## src/hdl/sphpf_pkg.sv

```systemverilog
// Shared types and fixed coefficients for the speech high-pass biquad.
`timescale 1ns / 1ps
package sphpf_pkg;

  typedef logic signed [15:0] sample_t;
  typedef logic signed [31:0] acc_t;

  // Filter history: two past input samples and two past accumulators.
  typedef struct packed {
    sample_t x1;
    sample_t x2;
    acc_t    y1;
    acc_t    y2;
  } sphpf_hist_t;

  localparam sample_t COEF_A1 = 16'sd15614;
  localparam sample_t COEF_A2 = -16'sd7466;
  localparam sample_t COEF_B0 = 16'sd3798;
  localparam sample_t COEF_B1 = -16'sd7596;
  localparam sample_t COEF_B2 = 16'sd3798;
  localparam int unsigned FB_SHIFT = 13;

  localparam acc_t ACC_MAX = 32'sh7FFF_FFFF;
  localparam acc_t ACC_MIN = -32'sh7FFF_FFFF - 32'sd1;

endpackage

```

## src/hdl/sphpf_if.sv

```systemverilog
// Valid/ready channel interfaces for samples in and filtered samples out.
`timescale 1ns / 1ps
interface sphpf_in_if;
  logic                valid;
  logic                ready;
  logic signed [15:0]  sample;
  logic                frame_end;

  modport source (output valid, output sample, output frame_end, input ready);
  modport sink   (input valid, input sample, input frame_end, output ready);
endinterface

interface sphpf_out_if;
  logic                valid;
  logic                ready;
  logic signed [15:0]  filtered;
  logic                frame_end_out;

  modport source (output valid, output filtered, output frame_end_out, input ready);
  modport sink   (input valid, input filtered, input frame_end_out, output ready);
endinterface

```

## src/hdl/sphpf_datapath.sv

```systemverilog
// Combinational biquad arithmetic: accumulator and rounded output for one sample.
`timescale 1ns / 1ps
module sphpf_datapath
  import sphpf_pkg::*;
(
  input  sample_t     x0,
  input  sphpf_hist_t hist,
  output acc_t        acc,
  output sample_t     filtered
);

  // Clamp a 48-bit signed value to the signed 32-bit range.
  function automatic acc_t sat48(input logic signed [47:0] v);
    acc_t res;
    if (v[47:31] != {17{v[47]}}) begin
      res = v[47] ? ACC_MIN : ACC_MAX;
    end else begin
      res = v[31:0];
    end
    return res;
  endfunction

  logic signed [31:0] pb0;
  logic signed [31:0] pb1;
  logic signed [31:0] pb2;
  logic signed [31:0] ff_sum;
  logic signed [47:0] pa1;
  logic signed [47:0] pa2;
  acc_t               fb1;
  acc_t               fb2;
  acc_t               acc_mid;
  acc_t               acc_x4;
  acc_t               rounded;

  // The feedforward terms stay well inside 32 bits, so their doubled sum
  // can never reach the saturation limits.
  assign pb0    = 32'(COEF_B0) * 32'(x0);
  assign pb1    = 32'(COEF_B1) * 32'(hist.x1);
  assign pb2    = 32'(COEF_B2) * 32'(hist.x2);
  assign ff_sum = (pb0 + pb1 + pb2) <<< 1;

  // Arithmetic right shift is a floor division for negative products.
  assign pa1 = 48'(COEF_A1) * 48'(hist.y1);
  assign pa2 = 48'(COEF_A2) * 48'(hist.y2);
  assign fb1 = sat48(pa1 >>> FB_SHIFT);
  assign fb2 = sat48(pa2 >>> FB_SHIFT);

  assign acc_mid = sat48(48'(ff_sum) + 48'(fb1));
  assign acc     = sat48(48'(acc_mid) + 48'(fb2));

  assign acc_x4   = sat48(48'(acc) <<< 2);
  assign rounded  = sat48(48'(acc_x4) + 48'sd32768);
  assign filtered = rounded[31:16];

endmodule

```

## src/hdl/speech_preprocess_highpass_biquad_unit.sv

```systemverilog
// Top level of the speech pre-processing high-pass biquad filter.
`timescale 1ns / 1ps
// An accepted item moves from the input register into the result register, which drives
// the output channel and holds the result until the output side takes it. One item per
// cycle while the output side is ready; the recursive accumulator path is combinational
// between the input register and the result register, which also updates the history.
// Reset (synchronous, active low) empties both registers and clears the filter history.
module speech_preprocess_highpass_biquad_unit
  import sphpf_pkg::*;
(
  input  logic         clk,
  input  logic         rst_n,
  sphpf_in_if.sink     in_chan,
  sphpf_out_if.source  out_chan
);

  // Input register: holds one accepted sample until the result register can take it.
  logic        s1_valid_r;
  logic        s1_valid_nxt;
  sample_t     s1_sample_r;
  logic        s1_frame_end_r;

  // Result register: drives the output channel directly.
  logic        out_valid_r;
  logic        out_valid_nxt;
  sample_t     out_filtered_r;
  logic        out_frame_end_r;

  // Filter history, advanced only when a sample moves into the result register.
  sphpf_hist_t hist_r;
  sphpf_hist_t hist_nxt;

  acc_t        acc;
  sample_t     filtered;

  logic        in_fire;
  logic        s1_fire;
  logic        out_fire;

  // The input register drains whenever the result register is empty or being read,
  // so a new sample is accepted in the same cycle a finished result is taken.
  assign out_fire      = out_valid_r && out_chan.ready;
  assign s1_fire       = s1_valid_r && (!out_valid_r || out_chan.ready);
  assign in_chan.ready = !s1_valid_r || s1_fire;
  assign in_fire       = in_chan.valid && in_chan.ready;

  assign s1_valid_nxt  = in_fire || (s1_valid_r && !s1_fire);
  assign out_valid_nxt = s1_fire || (out_valid_r && !out_fire);

  sphpf_datapath u_datapath (
    .x0       (s1_sample_r),
    .hist     (hist_r),
    .acc      (acc),
    .filtered (filtered)
  );

  always_comb begin
    hist_nxt = hist_r;
    if (s1_fire) begin
      hist_nxt.x2 = hist_r.x1;
      hist_nxt.x1 = s1_sample_r;
      hist_nxt.y2 = hist_r.y1;
      hist_nxt.y1 = acc;
    end
  end

  always_ff @(posedge clk) begin
    if (!rst_n) begin
      s1_valid_r  <= 1'b0;
      out_valid_r <= 1'b0;
      hist_r      <= '0;
    end else begin
      s1_valid_r  <= s1_valid_nxt;
      out_valid_r <= out_valid_nxt;
      hist_r      <= hist_nxt;
    end
  end

  // Payload registers carry no reset.
  always_ff @(posedge clk) begin
    if (in_fire) begin
      s1_sample_r    <= in_chan.sample;
      s1_frame_end_r <= in_chan.frame_end;
    end
    if (s1_fire) begin
      out_filtered_r  <= filtered;
      out_frame_end_r <= s1_frame_end_r;
    end
  end

  assign out_chan.valid         = out_valid_r;
  assign out_chan.filtered      = out_filtered_r;
  assign out_chan.frame_end_out = out_frame_end_r;

  // A sample leaving the input register always lands in the result register.
  a_fire_fills_out: assert property (@(posedge clk) disable iff (!rst_n)
    s1_fire |=> out_valid_r)
    else $error("result register empty after a sample moved forward");

  // The history shifts in exactly the sample that was just filtered.
  a_hist_shift: assert property (@(posedge clk) disable iff (!rst_n)
    s1_fire |=> (hist_r.x1 == $past(s1_sample_r)) && (hist_r.x2 == $past(hist_r.x1)))
    else $error("input history did not shift with the filtered sample");

  // The history holds while no sample moves forward.
  a_hist_hold: assert property (@(posedge clk) disable iff (!rst_n)
    !s1_fire |=> $stable(hist_r))
    else $error("filter history changed without a sample");

  // The frame-end flag travels with its own sample.
  a_flag_follows: assert property (@(posedge clk) disable iff (!rst_n)
    s1_fire |=> out_frame_end_r == $past(s1_frame_end_r))
    else $error("frame-end flag separated from its sample");

endmodule
```

## src/flat_wrapper.sv

```systemverilog
// flat-port wrapper written by rule: the top's interface ports become plain ports
module speech_preprocess_highpass_biquad_unit_flat import sphpf_pkg::*;
  (clk, rst_n, in_chan_valid, in_chan_sample, in_chan_frame_end, in_chan_ready, out_chan_valid, out_chan_filtered, out_chan_frame_end_out, out_chan_ready);
  sphpf_in_if in_chan_i ();
  sphpf_out_if out_chan_i ();
  input  logic clk;
  input  logic rst_n;
  input wire logic [$bits(in_chan_i.valid)-1:0] in_chan_valid;
  input wire logic [$bits(in_chan_i.sample)-1:0] in_chan_sample;
  input wire logic [$bits(in_chan_i.frame_end)-1:0] in_chan_frame_end;
  output wire logic [$bits(in_chan_i.ready)-1:0] in_chan_ready;
  output wire logic [$bits(out_chan_i.valid)-1:0] out_chan_valid;
  output wire logic [$bits(out_chan_i.filtered)-1:0] out_chan_filtered;
  output wire logic [$bits(out_chan_i.frame_end_out)-1:0] out_chan_frame_end_out;
  input wire logic [$bits(out_chan_i.ready)-1:0] out_chan_ready;
  assign in_chan_i.valid = in_chan_valid;
  assign in_chan_i.sample = in_chan_sample;
  assign in_chan_i.frame_end = in_chan_frame_end;
  assign in_chan_ready = in_chan_i.ready;
  assign out_chan_valid = out_chan_i.valid;
  assign out_chan_filtered = out_chan_i.filtered;
  assign out_chan_frame_end_out = out_chan_i.frame_end_out;
  assign out_chan_i.ready = out_chan_ready;
  speech_preprocess_highpass_biquad_unit u_core (.clk(clk), .rst_n(rst_n), .in_chan(in_chan_i), .out_chan(out_chan_i));
endmodule
```

## config.mk

```make
export PLATFORM = sky130hd
export DESIGN_NAME = speech_preprocess_highpass_biquad_unit_flat
export DESIGN_NICKNAME = d
export VERILOG_FILES = /design/src/hdl/sphpf_pkg.sv /design/src/hdl/sphpf_if.sv /design/src/hdl/sphpf_datapath.sv /design/src/hdl/speech_preprocess_highpass_biquad_unit.sv /design/src/flat_wrapper.sv
export SDC_FILE = /design/constraint.sdc
export NUM_CORES = 2
export LEC_CHECK = 0
export BUFFER_PORTS_ARGS = -buffer_cell sky130_fd_sc_hd__buf_2
export CAP_MARGIN = 30
export CORE_MARGIN = 2
export CORE_UTILIZATION = 55
export DETAILED_ROUTE_END_ITERATION = 16
export PLACE_DENSITY = 0.84
export SLEW_MARGIN = 40
export SYNTH_ARGS = -nofsm -noshare
export SYNTH_HDL_FRONTEND = slang
export SYNTH_HIERARCHICAL = 1
export SYNTH_SLANG_ARGS = --single-unit
```

## constraint.sdc

```tcl
create_clock -name clk -period 14.9 [get_ports clk]
set_input_delay 1.49 -clock clk [delete_from_list [all_inputs] [get_ports clk]]
set_output_delay 1.49 -clock clk [all_outputs]
set_load 0.01 [all_outputs]
```

After elaboration in Yosys (flattened, before gate mapping)

Index checks and enable logic that the tools add are counted.

Multiplexer cells: 12
Reduce and logical (&&, ||, !) cells: 13
Equal/unequal tests: 6
$add $sub $neg: 5
$mul: 5

Operator list:

| kind                                                | count |
|---|---|
| two-way mux 32 bit                                  | 12 |
| multiplier 12 x 16 -> 28 bit (first input constant) | 3 |
| adder 32 x 32 -> 33 bit                             | 2 |
| != test 16 bit                                      | 3 |
| multiplier 14 x 32 -> 46 bit (first input constant) | 1 |
| multiplier 13 x 32 -> 45 bit (first input constant) | 1 |
| adder 32 x 17 -> 33 bit (second input constant)     | 1 |
| adder 29 x 30 -> 31 bit                             | 1 |
| adder 31 x 29 -> 31 bit                             | 1 |
| != test 3 bit                                       | 2 |
| logical AND 1 bit                                   | 5 |
| zero test 1 bit                                     | 4 |
| logical OR 1 bit                                    | 4 |
| != test 2 bit                                       | 1 |

Flip-flop bits (word level): 132
Bits of input ports: 21
Output and inout port bits: 19

Logic depth before layout (Yosys ltp)

Depth after elaboration: 14
Depth in mapped cells: 67
Mapped depth without buffers: 60

By module

The synthesis kept the hierarchy.

By module, submodules not included:

| module                                 | times used | sequential area each (um^2) | cells each | area an instance (um^2) |
|---|---|---|---|---|
| sphpf_datapath                         | 1          | 0.0                         | 4160       | 36866.6 |
| speech_preprocess_highpass_biquad_unit | 1          | 2982.9                      | 406        | 4717.0 |

Worst setup path before layout

OpenSTA, ideal clock, no wires.

Kind: reg2reg
Start point: register u_core/hist_r[39] (netlist name)
End point: register u_core.out_filtered_r[2], in the netlist u_core/out_chan.filtered[2] (data pin)
Arrival: 14.263 ns
Stages on the path, launching flop included: 65
Library setup time: 0.169 ns
Required time: 14.731 ns
Setup slack: 0.467 ns
Path through: dfxtp_1 > inv_1 > fa_1 > fa_1 > fa_1 > fa_1 > inv_1 > fa_1 > inv_1 > fa_1 > inv_1 > ha_1 > nor4_1 > o211ai_1 > a41o_1 > a311o_1 > a221o_1 > a31o_2 > [29 not listed] > a21oi_1 > nor3_1 > nor3_1 > buf_2 > nand2_1 > o2bb2a_4 > buf_6 > o21ai_0 > ha_1 > nand2_1 > a221oi_1 > and4_1 > o21a_1 > clkbuf_1 > nand2_1 > a21o_1 > buf_2 > o31ai_1

Longest elaborated chain between the ends: 14
Elaborated cells between the ends (all ways): 19
Classes of those cells: add/sub (3); mul (1); eq/ne (5); mux (10)

RTL lines:

| element                                                     | RTL line                                     | text |
|---|---|---|
| start: declaration                                          | speech_preprocess_highpass_biquad_unit.sv:30 | `sphpf_hist_t hist_r;` |
| start signal: assignment                                    | speech_preprocess_highpass_biquad_unit.sv:75 | `hist_r <= hist_nxt;` |
| multiplier 14 x 32 -> 46 bit (*)                            | sphpf_datapath.sv:43                         | `assign pa1 = 48'(COEF_A1) * 48'(hist.y1);` |
| != test 3 bit / two-way mux 32 bit (equally long branches)  | sphpf_datapath.sv:15, sphpf_datapath.sv:16   |  |
| two-way mux 32 bit (*)                                      | sphpf_datapath.sv:15                         | `if (v[47:31] != {17{v[47]}}) begin` |
| adder 32 x 32 -> 33 bit (*)                                 | sphpf_datapath.sv:48                         | `assign acc_mid = sat48(48'(ff_sum) + 48'(fb1));` |
| != test 16 bit / two-way mux 32 bit (equally long branches) | sphpf_datapath.sv:15, sphpf_datapath.sv:16   |  |
| two-way mux 32 bit (*)                                      | sphpf_datapath.sv:15                         |  |
| adder 32 x 32 -> 33 bit (*)                                 | sphpf_datapath.sv:49                         | `assign acc = sat48(48'(acc_mid) + 48'(fb2));` |
| != test 16 bit / two-way mux 32 bit (equally long branches) | sphpf_datapath.sv:15, sphpf_datapath.sv:16   |  |
| two-way mux 32 bit (*)                                      | sphpf_datapath.sv:15                         |  |
| != test 2 bit / two-way mux 32 bit (equally long branches)  | sphpf_datapath.sv:15, sphpf_datapath.sv:16   |  |
| two-way mux 32 bit (*)                                      | sphpf_datapath.sv:15                         |  |
| adder 32 x 17 -> 33 bit (*)                                 | sphpf_datapath.sv:52                         | `assign rounded = sat48(48'(acc_x4) + 48'sd32768);` |
| != test 16 bit / two-way mux 32 bit (equally long branches) | sphpf_datapath.sv:15, sphpf_datapath.sv:16   |  |
| two-way mux 32 bit (*)                                      | sphpf_datapath.sv:15                         |  |
| net u_core.filtered[2]                                      | speech_preprocess_highpass_biquad_unit.sv:34 | `sample_t filtered;` |
| end signal: assignment                                      | speech_preprocess_highpass_biquad_unit.sv:86 | `out_filtered_r <= filtered;` |
| end: declaration                                            | speech_preprocess_highpass_biquad_unit.sv:26 | `sample_t out_filtered_r;` |

Mark *: on every way through the listed nets, which the timed path passes. The rest lies on a longest branch.
A chain may end at the register's enable or synchronous reset.

Worst setup path after layout

Start point: register u_core/hist_r[40] (netlist name)
End point: register u_core.out_filtered_r[4], in the netlist u_core/out_chan.filtered[4] (data pin)

The elaborated chain is that of the path after synthesis.

==> results.yml <==
clock_tree:
  root_buffer: "clkbuf_16"
  cts_tree: "done"
  cts_sinks: 132
  cts_made_buffers: 17
  insertion_delay_ns: 0.49
  clockBufferDepth: 2
  clk_pin_slew_worst_paths_ns: 0.07
  htreeDepth: 4
  holdBufCountCts: 0
yosys:
  yosysUniqueCellTypes: 97
  ys_async_sr_fraction_pct: 0
  synth-edff-count: 34
  yosys-top-cells-area: "fa_1 (32%), ha_1 (21%), inv_1 (11%)"
  synth.largest_area_cell: "fa_1"
  yosys-top-cells-count: "inv_1 (1,175), ha_1 (710), fa_1 (674)"
  yosys.area_share.adder_pct: 54.1
  yosysWarnings: 6
  synthSimpleGateAreaFrac_pct: 8.10
  synth_seq_cells: 132
  netlist_area_sq_um: 41600
  synth_ff_type: "dfxtp_1"
  synth_top_family_by_area: "adder cells"
  synth_nets: 5971
  yosysTopAreaCellShare_pct: 32.4
  synth_compound_area_share_pct: 10.7
  synth_xor_area_share_pct: 5.45
  yosysSeqAreaShare_pct: 7.17
  syn_inst: 4566
  syn_avg_cell_area_sq_um: 9.11
  yosysMostFrequentCell: "inv_1"
  muxShareOfSynthArea_pct: 2.82
timing:
  setup_ws_ns: 0.316
  max_slew_margin_pct: 44.3
  tightestPinTransition_ns: 0.836
  max_freq_mhz: 68.6
  fin_skew_ns: 0.0135
  fin_crit_sh_pct: 97.9
  setup_violations: 0
  drv_slew: 0
  hold_violations: 0
  whs_ns: 0.461
  period_minus_slack_ns: 14.58
floorplanning:
  coreArea_sq_um: 74700
  die_h_um: 279
  ios: 40
  die-area_sq_um: 77800
  placementRows: 100
  die_w_um: 279
  start_util_pct: 55.7
cells_and_area:
  fin_util_pct: 59.6
  layout.nets: 6066
  layout-drive-gt1-share_pct: 6.50
  diodes: 0
  areaGrowthSynthToFinish_pct: 7.03
  final_area_sq_um: 44500
route:
  final_antenna_net_count: 0
  vias: 31600
  vias_per_cell: 5.59
  drc_errors: 0
  drtIter0Drc: 2126
  dr.pass1.iters: 8
  drt-total-wl_mm: 103
  drt-wirelength-per-cell_um: 18.3
grt:
  antenna_found_initial: 0
  grt-ovfl-total: 0
  grt_max_degree: 91
  grt_pass1_vias: 33400
  grtUsageTotal_pct: 27.3
  grt_pass1_wl_mm: 169
worst_setup_path:
  critical_path.endpoint: "u_core/out_chan.filtered[4]$_DFFE_PP_"
  reg2reg_depth: 58
  r2r_start: "u_core/hist_r[40]$_SDFFE_PN0P_"
  timing.rr.end: "u_core/out_chan.filtered[4]$_DFFE_PP_"
  slowest_delay_ns: 0.69
  critical_path_class: "reg2reg"
  cp.arrival_ns: 14.81
  crit_start: "u_core/hist_r[40]$_SDFFE_PN0P_"
  slowest_stage: "a2111oi_0"
  crit_path_start_kind: "register"
  cp_data_required_time_ns: 15.13
  reg2reg_slack_ns: 0.32
  crit_path_max_fanout: 12
  end_kind: "register"
flow_run:
  drv_cap: 0
placement:
  placed_cell_area_sq_um: 43200
  place_ws_ns: -0.603
  place_hpwl_mm: 88.7
  io_buffers: 39
  gp_congestion: 1.02
run_status:
  status: "complete, no violations"
worst_hold_path:
  min_path_type: "reg2reg"
  holdPathStages: 0
-- sequential cells by signal (all words and copies together), names as in the netlist --
register,cells
u_core/s1_sample_r,16
u_core/out_chan.valid,1
u_core/s1_frame_end_r,1
u_core/out_chan.frame_end_out,1
u_core/s1_valid_r,1
u_core/out_chan.filtered,16
u_core/hist_r,96
-- area by class of cell --
cell class / instances / area (sq um)
fill: 6124 / 30200
clock buffer: 18 / 429
multi-input combinational: 3180 / 34200
tap: 969 / 1210
inverter: 1178 / 4430
sequential: 132 / 2990
clock inverter: 14 / 168
timing repair buffer: 152 / 1100
-- worst min-delay path by stage --
| stage | start | to | slack, ns |
|---|---|---|---|
| global route | u_core/s1_frame_end_r$_DFFE_PP_ | u_core/out_chan.frame_end_out$_DFFE_PP_ | 0.45 |
| floorplan | u_core/s1_frame_end_r$_DFFE_PP_ | u_core/out_chan.frame_end_out$_DFFE_PP_ | 0.40 |
| global placement | u_core/s1_frame_end_r$_DFFE_PP_ | u_core/out_chan.frame_end_out$_DFFE_PP_ | 0.42 |
| finish | u_core/s1_frame_end_r$_DFFE_PP_ | u_core/out_chan.frame_end_out$_DFFE_PP_ | 0.46 |
| CTS | u_core/s1_frame_end_r$_DFFE_PP_ | u_core/out_chan.frame_end_out$_DFFE_PP_ | 0.45 |
| detailed placement | u_core/s1_frame_end_r$_DFFE_PP_ | u_core/out_chan.frame_end_out$_DFFE_PP_ | 0.42 |
-- worst max-delay path, delay by kind of cell, from the launching register on --
family,cells,cell delay [ns]
AOI/OAI and AO/OA,25,6.32
adders and majority gates,9,3.95
and+or+nand+nor,12,1.91
buffers and inverters,11,1.60
DFF,1,0.34
xor gates and xnor gates,1,0.17
-- through the flow --
step           setup TNS (ns)  cells
2_1_floorplan               0   4566
3_3_place_gp           -0.953   5571
3_5_place_dp            -7.63   5571
4_1_cts                     0   5608
5_1_grt                 -1.71   5643
6_report                    0   5643
-- metal layers --
metal	vias up	GRT usage (%)	wire, um
li1	14700	-	-
met1	15500	33.9	41500
met2	1020	47.7	50800
met3	258	3.31	5410
met4	0	12.3	5450
met5	-	0	0
-- layout by cell type, fill, tap and decap left out, drive strengths merged, types with 73 or more instances in the layout --
cell	n
a21o	73
a21oi	238
buf	150
dfxtp	98
fa	674
ha	710
inv	1184
mux2i	109
nand2	284
nor2	158
o21ai	124
xnor2	154
xor2	103
-- logic make-up (layout without fill, tap and decap cells) --
family | Yosys count | count (layout)
flip-flops | 132 | 132
AO/OA/AOI/OAI | 693 | 693
multiplexers | 116 | 116
buffers and inverters | 1254 | 1362
AND/OR/NAND/NOR | 716 | 716
XOR/XNOR | 257 | 257
adder cells (fa/ha/maj) | 1398 | 1398
-- timing repair --
item | CTS | global route
resized for setup | 16 | 78
buffers inserted | 5 | 33
setup endpoints to repair | 15 | 25
gates cloned | 0 | 2
pin swaps | 8 | 49
Power is not shown: default switching activity piles up to over one toggle a cycle in this logic, so the estimate is an artifact.
